[config.mk]
export PLATFORM = sky130hd
export DESIGN_NAME = sip_back
export DESIGN_NICKNAME = d
export VERILOG_FILES = /design/src/hw/rtl/sip_pkg.sv /design/src/hw/rtl/sip_back.sv
export SDC_FILE = /design/constraint.sdc
export NUM_CORES = 1
export LEC_CHECK = 0
export CAP_MARGIN = 20
export CORE_MARGIN = 2
export CORE_UTILIZATION = 60
export DETAILED_ROUTE_END_ITERATION = 8
export DONT_BUFFER_PORTS = 1
export PLACE_DENSITY = 0.78
export SLEW_MARGIN = 15
export SYNTH_ARGS = -nofsm -noshare
export SYNTH_HDL_FRONTEND = slang
export SYNTH_SLANG_ARGS = --single-unit
[constraint.sdc]
create_clock -name clk -period 11.7 [get_ports clk]
set_input_delay 1.17 -clock clk [delete_from_list [all_inputs] [get_ports clk]]
set_output_delay 1.17 -clock clk [all_outputs]
set_load 0.005 [all_outputs]
[src/hw/rtl/sip_pkg.sv]
`default_nettype none
package sip_pkg;
	localparam int MaxRows = 4096;
	localparam int RowW = $clog2(MaxRows);
	localparam int MaxParts = 64;
	localparam int SegW = 7;
	localparam int IdW = 64;
	localparam int ColW = 32;
	localparam int QDepth = 2;

	typedef enum logic [2:0] {
		CFG_PARTS = 3'd0,
		CFG_TOTAL = 3'd1,
		CFG_DIV = 3'd2,
		CFG_PRUNE = 3'd3,
		CFG_FILL = 3'd4,
		CFG_DKEY = 3'd5
	} cfg_idx_t;

	typedef struct packed {
		logic [SegW-1:0] parts;
		logic [30:0] total;
		logic use_div;
		logic prune;
		logic fill;
		logic [30:0] dkey;
	} cfg_t;

	// Work for the back end: divide or pass through.
	typedef struct packed {
		logic need_div;
		logic [IdW-1:0] val;
		logic [SegW-1:0] seg;
		logic [RowW-1:0] row;
		logic [ColW-1:0] col;
		logic valid;
		logic empty;
		logic fill;
		logic err;
	} job_t;

	typedef struct packed {
		logic [SegW-1:0] seg;
		logic [IdW-1:0] loc;
		logic [RowW-1:0] row;
		logic [ColW-1:0] col;
		logic valid;
		logic empty;
		logic fill;
		logic err;
	} res_t;

	typedef enum logic [2:0] {
		BK_IDLE,
		BK_PREP,
		BK_DIV,
		BK_SEG,
		BK_OUT
	} bk_state_t;
endpackage
`default_nettype wire

[src/hw/rtl/sip_back.sv]
`default_nettype none
module sip_back (
	input wire logic clk,
	input wire logic arst_n,
	input wire sip_pkg::cfg_t cfg,
	input wire logic job_valid,
	output logic job_ready,
	input wire sip_pkg::job_t job,
	output logic res_valid,
	input wire logic res_ready,
	output sip_pkg::res_t res
);
	sip_pkg::bk_state_t state_q, state_d;
	sip_pkg::job_t job_q;
	sip_pkg::res_t res_q;
	logic res_valid_q;
	logic [sip_pkg::IdW-1:0] num_q, quo_q;
	logic [sip_pkg::IdW-1:0] rem_q;
	logic [31:0] den_q;
	logic [6:0] step_q;
	logic [sip_pkg::SegW-1:0] p_eff;
	logic [31:0] per_q, extras_q, big_q;
	logic in_big_q;
	logic [1:0] phase_q;
	logic [sip_pkg::IdW:0] rem_sh;
	logic take;
	logic div_done;

	always_comb begin
		p_eff = cfg.parts;
		if (cfg.parts == '0) p_eff = sip_pkg::SegW'(1);
		if (cfg.parts > sip_pkg::SegW'(sip_pkg::MaxParts))
			p_eff = sip_pkg::SegW'(sip_pkg::MaxParts);
	end

	assign take = job_valid && job_ready;
	assign rem_sh = {rem_q, num_q[sip_pkg::IdW-1]};
	assign div_done = step_q == 7'd63;
	assign job_ready = state_q == sip_pkg::BK_IDLE;
	assign res_valid = res_valid_q;
	assign res = res_q;

	always_comb begin
		state_d = state_q;
		unique case (state_q)
			sip_pkg::BK_IDLE: if (job_valid)
				state_d = job.need_div ? sip_pkg::BK_PREP : sip_pkg::BK_OUT;
			sip_pkg::BK_PREP: state_d = sip_pkg::BK_DIV;
			sip_pkg::BK_DIV: if (div_done) state_d = sip_pkg::BK_SEG;
			sip_pkg::BK_SEG: state_d = (phase_q == 2'd0) ? sip_pkg::BK_PREP : sip_pkg::BK_OUT;
			sip_pkg::BK_OUT: if (!res_valid_q || res_ready) state_d = sip_pkg::BK_IDLE;
			default: state_d = sip_pkg::BK_IDLE;
		endcase
	end

	always_ff @(posedge clk or negedge arst_n) begin
		if (!arst_n) begin
			state_q <= sip_pkg::BK_IDLE;
			res_valid_q <= 1'b0;
		end else begin
			state_q <= state_d;
			if (state_q == sip_pkg::BK_OUT && (!res_valid_q || res_ready))
				res_valid_q <= 1'b1;
			else if (res_ready) res_valid_q <= 1'b0;
		end
	end

	// Mod rule: one division id / P. Div rule: total / P first (phase 0),
	// then the id against the chosen partition size (phase 1).
	always_ff @(posedge clk) begin
		unique case (state_q)
			sip_pkg::BK_IDLE: begin
				if (take) begin
					job_q <= job;
					phase_q <= (job.need_div && cfg.use_div) ? 2'd0 : 2'd1;
				end
			end
			sip_pkg::BK_PREP: begin
				step_q <= '0;
				rem_q <= '0;
				quo_q <= '0;
				if (phase_q == 2'd0) begin
					num_q <= {33'd0, cfg.total};
					den_q <= 32'(p_eff);
				end else if (!cfg.use_div) begin
					num_q <= job_q.val;
					den_q <= 32'(p_eff);
				end else if (job_q.val < {33'd0, big_q[30:0]} && in_big_q) begin
					num_q <= job_q.val;
					den_q <= per_q + 32'd1;
				end else begin
					num_q <= job_q.val - {32'd0, extras_q};
					den_q <= per_q;
				end
			end
			sip_pkg::BK_DIV: begin
				step_q <= step_q + 7'd1;
				num_q <= {num_q[sip_pkg::IdW-2:0], 1'b0};
				if (rem_sh >= {33'd0, den_q}) begin
					rem_q <= rem_sh[sip_pkg::IdW-1:0] - {32'd0, den_q};
					quo_q <= {quo_q[sip_pkg::IdW-2:0], 1'b1};
				end else begin
					rem_q <= rem_sh[sip_pkg::IdW-1:0];
					quo_q <= {quo_q[sip_pkg::IdW-2:0], 1'b0};
				end
			end
			sip_pkg::BK_SEG: begin
				if (phase_q == 2'd0) begin
					per_q <= quo_q[31:0];
					extras_q <= rem_q[31:0];
					phase_q <= 2'd1;
					in_big_q <= 1'b1;
					big_q <= 32'(rem_q[6:0]) * (quo_q[31:0] + 32'd1);
					if (job_q.val >= {33'd0, cfg.total}) phase_q <= 2'd2;
				end else if (phase_q == 2'd1) begin
					// An id beyond the table keeps its raw value.
					job_q.seg <= quo_q[sip_pkg::SegW-1:0];
					job_q.val <= rem_q;
				end
			end
			sip_pkg::BK_OUT: begin
				if (!res_valid_q || res_ready) begin
					res_q.seg <= job_q.seg;
					res_q.loc <= job_q.val;
					res_q.row <= job_q.row;
					res_q.col <= job_q.col;
					res_q.valid <= job_q.valid;
					res_q.empty <= job_q.empty;
					res_q.fill <= job_q.fill;
					res_q.err <= 1'b0;
					if (!cfg.use_div) begin
						if (job_q.need_div) res_q.loc <= quo_q;
						if (job_q.need_div) res_q.seg <= rem_q[sip_pkg::SegW-1:0];
					end else if (job_q.need_div && phase_q == 2'd2) begin
						res_q.seg <= p_eff;
						res_q.err <= 1'b1;
					end
				end
			end
			default: ;
		endcase
	end
endmodule
`default_nettype wire

==> metrics.csv <==
metric,value,unit
slew margin rel.,25.9,%
Final #Nets,3592,
CTS Root Cell,clkbuf_16,
die width,245,um
top-count cell post-synth,edfxtp_1,
max incr delay on CP,0.89,ns
Post-synth EDFFs,566,
sequential area share after synthesis,48.9,%
Arrival @ worst endpoint,8.27,ns
clk_lat worst skew,0.65,ns
core area,57700,um^2
Final HPWL DP,65600,um
Max Cap Viol,0,
Final Cycle Share,67.7,%
CP Launch Type,flop,
Max Transition Viols Final,0,
die extent in y,245,um
Post-Synthesis Cells,3148,
Post-CTS Setup Bufs,0,
Worst-path clk slew,0.06,ns
synth warn,0,
Crit path top cell by count,fa_1,
Crit-path slowest cell,nor3_1,
Worst EP required,12.06,ns
vias in the first global route,24600,
H-tree levels,2,
WL final,90200,um
cell family with most CP delay,adder cells,
routability cong.,0.929,
R2R Setup Slk,3.78,ns
worst-path cell chain,nand3_1 -> nor3_1 -> nand4_1 -> xor2_1 -> nor2b_1 -> fa_1 -> fa_1 -> fa_1 -> inv_1 -> fa_1 -> inv_1 -> ha_1 -> a21oi_1 -> o211ai_1 -> a41oi_1 -> o21ai_0 -> nand4_1 -> nand3_1 -> or4_1 -> a31oi_1 -> o21ai_0 -> xor2_1,
CTS Buf Count,59,
clk sinks,570,
area share of the largest cell type after synthesis,48.6,%
Hold Slack,0.218,ns
Starting Density,60.6,%
most common flop cell mapped by yosys,edfxtp_1,
# setup viols final,0,
Slew @ Worst Pin,1.11,ns
detailed-router iteration count before antenna repair,6,
wire per inst,23.0,um
number of buffers and inverters on the critical path,2,
Post-DRT Antenna Nets,0,
RR Endpoint,big_q[29],
final setup TNS,0,ns
Area growth syn-to-layout,7.75,%
syn nets,3638,
Yosys cell types,83,
final hold violations,0,
Post-Syn Area per Cell,11.1,um^2
CTS max path bufs,3,
fin crit period,7.92,ns
R2R depth,22,
"Cell Area, Synth",35000,um^2
WP depth,22,
routed vias,24700,
largest net degree at the start of global routing,105,
Crit Path Class,reg2reg,
outcome,"complete, no violations",
Avg Vias per Cell,6.31,
die area,60200,um^2
Ports,317,
fraction of registers with async set/reset,0.702,%
first-pass GRT wire length,140000,um
number of port buffers,0,
HP Class,in2async,
RSZ-0062 raised after global routing,false,
antenna violations before repair,9,
top post-synthesis cells by area,"edfxtp_1, fa_1, ha_1, inv_1, nor2b_1",
leading area contributor after synthesis,edfxtp_1,
grt total ovfl,0,
DR iter-0 viols,2371,
share of post-route cells with drive strength above 1,7.14,%
row count,88,
CTS tree,built,
CP max FO,9,
Reg2Reg Launch Point,quo_q[2],
post_cts resized,0,
Hold Buf Count CTS,0,
fmax,126,MHz
GRT Overall Usage,30.0,%
synth cell count leaders,"edfxtp_1, inv_1, nand2_1, nor2_1, ha_1",
Worst Skew,0.0452,ns
Residual DRC,0,
Synth Register Bits,570,
Worst setup EP type,flop,
==> through the flow <==
| step | util, % | setup WS, ns | area (um^2) | cells |
|---|---|---|---|---|
| floorplan | - | 3.22 | 35000 | 3148 |
| global placement | 61.8 | 4.06 | 35700 | 3805 |
| detailed placement | 61.8 | 3.93 | 35700 | 3806 |
| CTS | 65.3 | 3.93 | 37700 | 3915 |
| global route | 65.3 | 3.28 | 37700 | 3920 |
| finish | 65.3 | 3.78 | 37700 | 3923 |
==> worst reg2reg max path: stages, from the launching register on <==
cell and delay, ns:
edfxtp_1 0.60, nand3_1 0.26, nor3_1 0.89, nand4_1 0.21, xor2_1 0.63, nor2b_1 0.17
fa_1 0.59, fa_1 0.44, fa_1 0.56, inv_1 0.06, fa_1 0.53, inv_1 0.04
ha_1 0.35, a21oi_1 0.26, o211ai_1 0.17, a41oi_1 0.25, o21ai_0 0.25, nand4_1 0.17
nand3_1 0.13, or4_1 0.42, a31oi_1 0.35, o21ai_0 0.17, xor2_1 0.16
==> routing by layer <==
layer | part of all wire (%) | GRT usage, % | vias to the layer above
li1 | - | - | 11200
met1 | 40 | 40.2 | 12100
met2 | 48 | 49.2 | 1222
met3 | 9.4 | 6.01 | 197
met4 | 3.0 | 10.1 | 2
met5 | 0.016 | 0 | -
==> layout make-up <==
class | count | area (um^2)
Clock buffer | 71 | 1540
Inverter | 268 | 1010
Timing Repair Buffer | 31 | 240
Antenna cell | 8 | 20.0
Tap cell | 765 | 957
Fill cell | 4401 | 20000
Sequential cell | 570 | 17100
Multi-Input combinational cell | 2172 | 16400
Clock inverter | 38 | 445
==> cells in the final DEF, fill, tap and decap left out, types with 96 or more instances in the layout <==
master	n
edfxtp_1	566
nand2_1	233
nand3_1	96
nor2b_1	140
o21ai_0	133
ha_1	165
a21oi_1	144
inv_1	267
fa_1	129
nor2_1	171
==> registers in the layout, summed over array words and instances (netlist names) <==
| name | cells |
|---|---|
| num_q | 64 |
| state_q | 3 |
| res | 119 |
| job_q | 119 |
| step_q | 7 |
| extras_q | 32 |
| phase_q | 2 |
| big_q | 31 |
| rem_q | 64 |
| den_q | 32 |
| quo_q | 64 |
| per_q | 32 |
| res_valid | 1 |
==> worst max-delay path by stage <==
stage | startpoint | end
2_1_floorplan | state_q[0] | num_q[0]
4_1_cts | quo_q[2] | big_q[29]
5_1_grt | quo_q[2] | big_q[29]
3_5_place_dp | quo_q[2] | big_q[29]
6_report | quo_q[2] | big_q[29]
3_3_place_gp | quo_q[2] | big_q[30]
==> kinds of logic after synthesis <==
group	share of synthesized area (%)
AND/OR/NAND/NOR	15.6
AO/OA/AOI/OAI	11.3
flip-flops	48.9
buffers and inverters	4.51
adder cells (fa/ha/maj)	13.3
XOR/XNOR	4.16
multiplexers	2.25
Power is not shown: default switching activity piles up to over one toggle a cycle in this logic, so the estimate is an artifact.
