===== config.mk =====
export PLATFORM = sky130hd
export DESIGN_NAME = sip_queue
export DESIGN_NICKNAME = d
export VERILOG_FILES = /design/src/hw/rtl/sip_pkg.sv /design/src/hw/rtl/sip_queue.sv
export SDC_FILE = /design/constraint.sdc
export NUM_CORES = 1
export LEC_CHECK = 0
export BUFFER_PORTS_ARGS = -buffer_cell sky130_fd_sc_hd__buf_2
export CORE_AREA = 2 2 134 136
export DETAILED_ROUTE_END_ITERATION = 16
export DIE_AREA = 0 0 136 138
export PLACE_DENSITY = 0.79
export SLEW_MARGIN = 40
export SYNTH_ARGS = -nofsm -noshare
export SYNTH_HDL_FRONTEND = slang
export SYNTH_SLANG_ARGS = --single-unit

===== constraint.sdc =====
create_clock -name clk -period 8.1 [get_ports clk]
set_input_delay 0.81 -clock clk [delete_from_list [all_inputs] [get_ports clk]]
set_output_delay 0.81 -clock clk [all_outputs]
set_load 0.01 [all_outputs]

===== src/hw/rtl/sip_pkg.sv =====
`default_nettype none
package sip_pkg;
	localparam int MaxRows = 4096;
	localparam int RowW = $clog2(MaxRows);
	localparam int MaxParts = 64;
	localparam int SegW = 7;
	localparam int IdW = 64;
	localparam int ColW = 32;
	localparam int QDepth = 2;

	typedef enum logic [2:0] {
		CFG_PARTS = 3'd0,
		CFG_TOTAL = 3'd1,
		CFG_DIV = 3'd2,
		CFG_PRUNE = 3'd3,
		CFG_FILL = 3'd4,
		CFG_DKEY = 3'd5
	} cfg_idx_t;

	typedef struct packed {
		logic [SegW-1:0] parts;
		logic [30:0] total;
		logic use_div;
		logic prune;
		logic fill;
		logic [30:0] dkey;
	} cfg_t;

	// Work for the back end: divide or pass through.
	typedef struct packed {
		logic need_div;
		logic [IdW-1:0] val;
		logic [SegW-1:0] seg;
		logic [RowW-1:0] row;
		logic [ColW-1:0] col;
		logic valid;
		logic empty;
		logic fill;
		logic err;
	} job_t;

	typedef struct packed {
		logic [SegW-1:0] seg;
		logic [IdW-1:0] loc;
		logic [RowW-1:0] row;
		logic [ColW-1:0] col;
		logic valid;
		logic empty;
		logic fill;
		logic err;
	} res_t;

	typedef enum logic [2:0] {
		BK_IDLE,
		BK_PREP,
		BK_DIV,
		BK_SEG,
		BK_OUT
	} bk_state_t;
endpackage
`default_nettype wire


===== src/hw/rtl/sip_queue.sv =====
`default_nettype none
module sip_queue (
	input wire logic clk,
	input wire logic arst_n,
	input wire logic wr_valid,
	output logic wr_ready,
	input wire sip_pkg::job_t wr_data,
	output logic rd_valid,
	input wire logic rd_ready,
	output sip_pkg::job_t rd_data
);
	sip_pkg::job_t mem_q [sip_pkg::QDepth];
	logic wp_q, rp_q;
	logic [1:0] cnt_q;
	logic push, pop;

	assign wr_ready = cnt_q != 2'(sip_pkg::QDepth);
	assign rd_valid = cnt_q != '0;
	assign rd_data = mem_q[rp_q];
	assign push = wr_valid && wr_ready;
	assign pop = rd_valid && rd_ready;

	always_ff @(posedge clk or negedge arst_n) begin
		if (!arst_n) begin
			wp_q <= 1'b0;
			rp_q <= 1'b0;
			cnt_q <= '0;
		end else begin
			if (push) wp_q <= !wp_q;
			if (pop) rp_q <= !rp_q;
			cnt_q <= cnt_q + 2'(push) - 2'(pop);
		end
	end

	always_ff @(posedge clk) begin
		if (push) mem_q[wp_q] <= wr_data;
	end
endmodule
`default_nettype wire


==> results of run 1 <==
flip-flops by register name (all words and copies together), names as in the netlist:
name,cells
mem_q,240
cnt_q,2
rp_q,1
wp_q,1
per-layer routing:
| metal | track usage [%] | up-vias |
|---|---|---|
| li1 | - | 2112 |
| met1 | 20.4 | 2257 |
| met2 | 29.3 | 205 |
| met3 | 4.84 | 46 |
| met4 | 6.47 | 0 |
| met5 | 0 | - |
cell usage after synthesis, types with 2 or more instances:
master | n | area (um2)
xnor2_1 | 3 | 26.3
nand2_1 | 2 | 7.51
edfxtp_1 | 240 | 7210
buf_6 | 9 | 101
buf_2 | 3 | 15.0
mux2_2 | 120 | 1350
dfrtp_1 | 4 | 100
nor2_1 | 3 | 11.3
critical path, cell delays in order, from the launching register on:
cell and delay [ns]:
dfrtp_4 0.83, buf_6 0.59, mux2_2 0.42, buf_2 0.14
metrics by stage:
step / hold slack (ns) / util, % / cell area [um2] / total power [mW]
after CTS: 0.0875 / 63.5 / 11100 / 4.08
after global placement: 0.539 / 59.0 / 10300 / 2.94
final: 0.101 / 63.6 / 11200 / 4.03
after global routing: 0.0889 / 63.6 / 11200 / 4.23
after floorplan: 0.460 / - / 8900 / 2.62
after detailed placement: 0.554 / 59.0 / 10300 / 2.98
worst paths after layout:
kind	slack, ns	cells past startpoint	endpoint	startpoint
hold reg to reg	0.58	1	wp_q	wp_q
min in group clk	0.49	1	mem_q[0][57]	wr_data[57]
setup / recovery	4.66	3	rd_data[111]	rp_q
setup reg to reg	5.62	5	mem_q[0][28]	cnt_q[0]
max in group asynchronous	7.86	1	rp_q	arst_n
hold / removal	0.10	1	cnt_q[0]	arst_n
cell type report:
cell class              instances  area, um2  area share (%)
diodes                          1       2.50          0.0224
clock buffers                  27        633            5.68
clock inverters                17        153            1.37
multi-input cells             138       1490            13.3
flip-flops and latches        244       7310            65.5
well taps                     229        287            2.57
repair buffers                250       1280            11.5
power breakdown:
group          total, mW  internal [mW]  switching, mW
clock               1.08          0.653          0.430
sequential          1.84           1.73          0.111
combinational       1.11          0.519          0.591
kinds of logic (layout without fill, tap and decap cells):
group                    Yosys count  in the layout  synth area share (%)
flip-flops                       244            244                  82.1
AND/OR/NAND/NOR                   11             11                 0.661
XOR/XNOR                           3              3                 0.295
other                              0              1                     0
adder cells (fa/ha/maj)            1              1                 0.141
AO/OA/AOI/OAI                      3              3                 0.267
buffers and inverters             13            294                  1.39
multiplexers                     120            120                  15.2
==> qor.yml, run 1 <==
status: "finished, final reports clean"
grt_pass1_wl_um: 25000
cts.sinks: 244
cts_setup_buffers: 0
skew_ns: 0.00752
end_kind: "output pin"
wire_per_inst_um: 18.2
tritoncts: "done"
die_w_um: 136
yosysWarnings: 0
layout_common_cells: "buf_2 (245), edfxtp_1 (240), mux2_2 (120), clkbuf_16 (25), clkinv_1 (10)"
hpwl_um: 10700
vdd_drop_max_mv: 0.279
ys_seq_area_share_pct: 82.1
gp_congestion: 0.740
finalWirelength_um: 16400
required_ns: 7.29
vias: 4620
setup_slack_ns: 4.66
p_per_area_mw_per_mm2: 362
grt_max_degree: 75
nets: 783
p_leak_nw: 4.17
final_antenna_net_count: 0
cts-htree-levels: 1
fp.coreArea_mm2: 0.0175
maxCapViolCount: 0
async_reset_ff_share_pct: 1.64
avgViaCountPerCell: 5.10
syn-num-nets: 520
ctsResizeCount: 0
max_slew_margin_pct: 45.7
rows: 49
drive_gt1_share_pct: 60.2
ys_types: 19
ys.flop_type: "edfxtp_1"
min_period_ns: 3.44
start_util_pct: 50.8
rsz0062_at_grt: "no"
hold_buffers: 0
wl_met1_um: 6180
hold_path_class: "in -> async"
antenna_found_initial: 1
syn_inst: 395
cp_max_fo: 74
setup_viol: 0
min_period_over_period_pct: 42.5
io_pins: 246
arrival_ns: 2.63
instances_no_fill: 906
layout_commonest_cell: "buf_2"
die_h_um: 138
worst_pin_slew_ns: 0.814
finalSetupTns_ns: 0
criticalPathCategory: "reg -> out"
fill_cells: 1224
cts_made_buffers: 24
syn_avg_cell_area_um2: 22.5
clkLatencyLatePin_ns: 0.50
track_usage_pct: 17.1
dr_wl_met3_um: 1400
pre_cts_slack_ns: 5.14
top_layer: "met4"
dr.pass1.iters: 4
max_clock_freq_mhz: 291
cts.path.max_buffers: 3
synth-edff-count: 240
drtIter0Drc: 214
dr_wl_met2_um: 8340
grt_pass1_vias: 4843
area_delta_synth_final_pct: 25.3
post-route-drc-count: 0
hold_violations: 0
numPortBuffers: 245
die_area_mm2: 0.0188
numPlacedInstances: 860
syn_area_mm2: 0.00890
synth.ff_latch_count: 244
grt-ovfl-total: 0
clk_pin_slew_worst_paths_ns: 0.06
cts_root_buf: "clkbuf_16"
start_kind: "register"
drv_slew: 0
Power figures use the tool's default switching activity.
==> run 2: changes to the inputs <==
==> constraint.sdc (replaced) <==
create_clock -name clk -period 3.54 [get_ports clk]
set_input_delay 0.354 -clock clk [delete_from_list [all_inputs] [get_ports clk]]
set_output_delay 0.354 -clock clk [all_outputs]
set_load 0.01 [all_outputs]
==> qor.yml, run 2 (same netlist as run 1, synthesis figures left out) <==
rr_worst_depth: 4  # -1
power_mw: 9.09  # +130%
hpwl_um: 11000  # +2.7%
drtIter0Drc: 215  # +0.47%
final_util_pct: 63.5  # -0.14 points
finalWirelength_um: 16400  # about the same
cp_max_fo: 41  # -45%
cts_made_buffers: 24  # unchanged
hold_path_class: "in -> reg"
worstHoldEndpoint: "mem_q[1][99]"
min_period_over_period_pct: 71.0
place_area_mm2: 0.0104  # +0.48%
fp.coreArea_mm2: 0.0175  # unchanged
antenna_found_initial: 0  # -1
grt_max_degree: 111  # +48%
max_slew_margin_pct: 53.6  # +7.9 points
whs_path_depth: 1
status: "finished, final reports clean"
layout_common_cells: "buf_2 (245), edfxtp_1 (240), mux2_2 (120), clkbuf_16 (25), clkinv_1 (6)"
rows: 49  # unchanged
track_usage_pct: 17.1  # +0.058 points
busiest_layer: "met2"
die_h_um: 138  # unchanged
reg2reg_slack_ns: 1.53  # -4.09 ns
tritoncts: "done"
fill_cells: 1223  # -0.082%
grt.met3_usage_pct: 5.13  # +0.29 points
cts.sinks: 244  # unchanged
largest_register_ff_count: 240  # unchanged
rsz0062_at_grt: "no"
maxCapViolCount: 0  # unchanged
grtUsageMet2_pct: 32.2  # +2.9 points
start_kind: "register"
fin_area_mm2: 0.0111  # -0.22%
end_kind: "output pin"
nets: 784  # +0.13%
hold_violations: 0  # unchanged
min-delay-start: "wr_data[99]"
numPortBuffers: 245  # unchanged
max_clock_freq_mhz: 398
regToRegEndpoint: "mem_q[0][76]"
grt_pass1_vias: 4992  # +3.1%
die_w_um: 136  # unchanged
pre_cts_slack_ns: 1.49  # -3.65 ns
largestRegisters: "mem_q: 240 flops, cnt_q: 2 flops"
cts.path.max_buffers: 3  # unchanged
instances_no_fill: 903  # -0.33%
cts-htree-levels: 1  # unchanged
numPlacedInstances: 861  # +0.12%
clk_pin_slew_worst_paths_ns: 0.06  # about the same
avgViaCountPerCell: 5.08  # -0.41%
min_period_ns: 2.51
cpMaxStageDelayCell: "dfrtp_4"
layout_commonest_cell: "buf_2"
p_leak_nw: 4.15  # -0.37%
setup_viol: 0  # unchanged
reg2reg_from: "cnt_q[0]"
critical-path-max-stage-delay_ns: 0.59  # -0.24 ns
start_util_pct: 50.8  # unchanged
cp_cell_sequence: "buf_4, mux2_2, buf_2"
wire_per_inst_um: 18.2  # +0.34%
io_pins: 246  # unchanged
final_antenna_net_count: 0  # unchanged
post-route-drc-count: 0  # unchanged
p_per_area_mw_per_mm2: 817  # +130%
arrival_ns: 2.16  # -0.47 ns
use_met1_pct: 18.0  # -2.4 points
dr.pass1.iters: 4  # unchanged
criticalPathCategory: "reg -> out"
hold_slack_ns: 0.0369  # -0.0644 ns
grt-ovfl-total: 0  # unchanged
grt_pass1_wl_um: 25200  # +0.74%
n_antenna_cell: 0  # -1
gp_congestion: 0.722  # -2.4%
skew_ns: 0.00773  # +0.000215 ns
area_delta_synth_final_pct: 25.0
finalSetupTns_ns: 0  # unchanged
clkLatencyLatePin_ns: 0.50  # about the same
vdd_drop_max_mv: 0.535  # +92%
cts_setup_buffers: 0  # unchanged
drv_slew: 0  # unchanged
setup_slack_ns: 1.03  # -3.63 ns
drive_gt1_share_pct: 60.2  # about the same
cts_root_buf: "clkbuf_16"
worst_pin_slew_ns: 0.694  # -0.120 ns
vias: 4586  # -0.74%
required_ns: 3.19  # -4.10 ns
regMostFlops: "mem_q"
die_area_mm2: 0.0188  # unchanged
[run 2: cell types whose count changed in the layout (fill, tap and decap cells not counted), sizes merged]
cell / previous run / this run
clkinv: 12 / 9
bufinv: 3 / 1
clkbuf: 27 / 29
diode: 1 / 0
dlygate4sd3: 0 / 1
[run 2: repair_timing]
action	4_1_cts	5_1_grt
gates resized for setup	0	0
hold endpoints to repair	4	0
hold buffers	1	0
[run 2: report_power, final]
part | internal (mW) | total, mW | switching [mW]
combinational | 1.22 | 2.63 | 1.41
clock | 1.35 | 2.31 | 0.961
sequential | 3.95 | 4.15 | 0.195
total | 6.52 | 9.09 | 2.57
[run 2: how the worst max path moves through the flow]
stage	startpoint	to	slack, ns
global placement	cnt_q[0]	mem_q[0][75]	1.56
CTS	rp_q	rd_data[49]	0.98
finish	rp_q	rd_data[87]	1.03
floorplan	cnt_q[0]	mem_q[0][0]	0.62
global route	rp_q	rd_data[87]	0.93
detailed placement	cnt_q[0]	mem_q[0][77]	1.49
[run 2: worst max-delay path, delay by kind of cell (launching register included)]
family	cells	cell delay, ns
mux	1	0.41
buf+inv	2	0.64
flops	1	0.59
[run 2: layout make-up]
class                      instances  area [um2]  area share [%]
sequential                       244        7310            65.7
clock inverter                    12        82.6           0.742
multi-input combinational        138        1490            13.3
timing repair buffer             251        1320            11.9
tap                              229         287            2.57
clock buffer                      29         641            5.76
[run 2: layer usage]
| layer | up-vias | share of wire [%] | wire length, um |
|---|---|---|---|
| met5 | - | 0 | 0 |
| met2 | 182 | 54 | 8850 |
| li1 | 2105 | - | - |
| met1 | 2267 | 35 | 5710 |
| met4 | 0 | 2.6 | 429 |
| met3 | 32 | 8.9 | 1460 |
==> run 3: changes to the inputs <==
--- a/config.mk
+++ b/config.mk
@@ -6,10 +6,10 @@
 export NUM_CORES = 1
 export LEC_CHECK = 0
 export BUFFER_PORTS_ARGS = -buffer_cell sky130_fd_sc_hd__buf_2
-export CORE_AREA = 2 2 134 136
+export CORE_AREA = 2 2 141 143
 export DETAILED_ROUTE_END_ITERATION = 16
-export DIE_AREA = 0 0 136 138
-export PLACE_DENSITY = 0.79
+export DIE_AREA = 0 0 143 145
+export PLACE_DENSITY = 0.75
 export SLEW_MARGIN = 40
 export SYNTH_ARGS = -nofsm -noshare
 export SYNTH_HDL_FRONTEND = slang
==> constraint.sdc (replaced) <==
create_clock -name clk -period 2.26 [get_ports clk]
set_input_delay 0.226 -clock clk [delete_from_list [all_inputs] [get_ports clk]]
set_output_delay 0.226 -clock clk [all_outputs]
set_load 0.01 [all_outputs]
==> qor.yml, run 3 (same netlist as run 1, synthesis figures left out) <==
io_pins: 246  # unchanged
area_delta_synth_final_pct: 39.7
setup_slack_ns: 0.187  # -0.839 ns
cpMaxStageDelayCell: "dfrtp_4"
max_slew_margin_pct: 73.6  # +20 points
status: "finished, final reports clean"
grt_pass1_vias: 5757  # +15%
track_usage_pct: 17.5  # +0.38 points
criticalPathCategory: "reg -> out"
dr.pass1.iters: 4  # unchanged
nets: 907  # +16%
pre_cts_slack_ns: 0.550  # -0.938 ns
grt_max_degree: 65  # -41%
cts_root_buf: "clkbuf_16"
setup_viol: 0  # unchanged
swShare_pct: 28.4  # +0.17 points
p_leak_nw: 4.69  # +13%
required_ns: 2.03  # -1.16 ns
final_antenna_net_count: 0  # unchanged
die_area_mm2: 0.0207  # +10%
clock_power_share_pct: 25.0  # -0.4 points
largestRegisters: "mem_q: 240 flops, cnt_q: 2 flops"
min_period_ns: 2.07
clk_pin_slew_worst_paths_ns: 0.06  # about the same
hold_path_class: "in -> reg"
fin_area_mm2: 0.0124  # +12%
largest_register_ff_count: 240  # unchanged
wire_per_inst_um: 17.6  # -3.1%
hold_violations: 0  # unchanged
layout_common_cells: "buf_2 (245), edfxtp_1 (240), dlygate4sd3_1 (121), mux2_2 (120), clkbuf_16 (25)"
drtIter0Drc: 222  # +3.3%
maxCapViolCount: 0  # unchanged
cts-htree-levels: 1  # unchanged
place_area_mm2: 0.0105  # +0.89%
layout_commonest_cell: "buf_2"
cp_cell_sequence: "buf_12, mux2_2, buf_2"
max_clock_freq_mhz: 482
cts.sinks: 244  # unchanged
avgViaCountPerCell: 4.78  # -5.9%
numPortBuffers: 245  # unchanged
fill_cells: 1269  # +3.8%
end_kind: "output pin"
p_int_mw: 10.5  # +61%
fp.coreArea_mm2: 0.0192  # +9.5%
die_w_um: 143  # +5.1%
grt-ovfl-total: 0  # unchanged
antenna_found_initial: 0  # unchanged
p_per_area_mw_per_mm2: 1180  # +44%
grt_pass1_wl_um: 28700  # +14%
post-route-drc-count: 0  # unchanged
worst_pin_slew_ns: 0.396  # -0.298 ns
clkLatencyLatePin_ns: 0.50  # about the same
skew_ns: 0.00986  # +0.00212 ns
gp_congestion: 0.733  # +1.6%
vias: 5068  # +11%
arrival_ns: 1.85  # -0.31 ns
cp_max_fo: 49  # +20%
min_period_over_period_pct: 91.7
drv_slew: 0  # unchanged
regMostFlops: "mem_q"
cts.path.max_buffers: 3  # unchanged
finalWirelength_um: 18700  # +14%
switchingPower_mw: 4.16  # +62%
cts_made_buffers: 24  # unchanged
drive_gt1_share_pct: 51.4  # -8.9 points
tritoncts: "done"
pwr-share-comb_pct: 30.8  # +1.8 points
critical-path-max-stage-delay_ns: 0.49  # -0.10 ns
hold_slack_ns: 0.0375  # +0.000586 ns
n_antenna_cell: 0  # unchanged
power_frac_seq_pct: 44.2  # -1.4 points
vdd_drop_max_mv: 1.10  # +110%
rsz0062_at_grt: "no"
start_util_pct: 46.4  # -4.4 points
hpwl_um: 10900  # -0.99%
start_kind: "register"
die_h_um: 145  # +5.1%
rows: 51  # +4.1%
run 3: timing repair:
item                                   4_1_cts  5_1_grt
setup endpoints to repair                    0       46
hold buffers                               121        0
resized for setup                            0        1
endpoints found under the hold margin      244        0
setup buffers                                0        2
run 3: per-layer routing:
layer / routed length [um] / vias to the layer above / track usage, %
met4: 402 / 0 / 5.40
met1: 6680 / 2494 / 18.6
li1: - / 2349 / -
met2: 10400 / 186 / 33.5
met3: 1270 / 39 / 4.22
met5: 0 / - / 0
run 3: critical path: cells and delay by family (launching register included):
kind | cells | cell delay [ns]
flip-flops | 1 | 0.49
buffers and inverters | 2 | 0.40
multiplexers | 1 | 0.40
run 3: path summary, 6_finish.rpt:
| path | from | endpoint | slack, ns | cells after the start |
|---|---|---|---|---|
| max | rp_q | rd_data[42] | 0.19 | 3 |
| min | rd_ready | rp_q | 0.04 | 3 |
| max reg2reg | cnt_q[0] | mem_q[0][36] | 0.67 | 4 |
| min reg2reg | wp_q | wp_q | 0.55 | 1 |
| max in group asynchronous | arst_n | rp_q | 2.03 | 2 |
| min in group asynchronous | arst_n | rp_q | 0.09 | 2 |
run 3: layout make-up:
class | instances | area, um2 | share of cell area [%]
Clock buffer | 35 | 663 | 5.33
Tap cell | 265 | 332 | 2.67
Multi-Input combinational cell | 138 | 1500 | 12.1
Clock inverter | 5 | 52.6 | 0.422
Timing Repair Buffer | 374 | 2580 | 20.7
Sequential cell | 244 | 7310 | 58.8
run 3: power by group through the flow:
stage	sequential, mW	combinational [mW]	clock (mW)
floorplan	6.49	2.81	0
finish	6.47	4.50	3.66
global route	6.56	4.84	3.91
detailed placement	6.60	4.26	0
CTS	6.51	4.44	3.73
global placement	6.52	4.18	0
run 3: per-stage QoR:
step           cells  setup TNS (ns)  power, mW  util [%]
2_1_floorplan    395         -100.31       9.29         -
3_3_place_gp     898               0       10.7      54.6
3_5_place_dp     898               0       10.9      54.6
4_1_cts         1059               0       14.7      64.6
5_1_grt         1061               0       15.3      64.8
6_report        1061               0       14.6      64.8
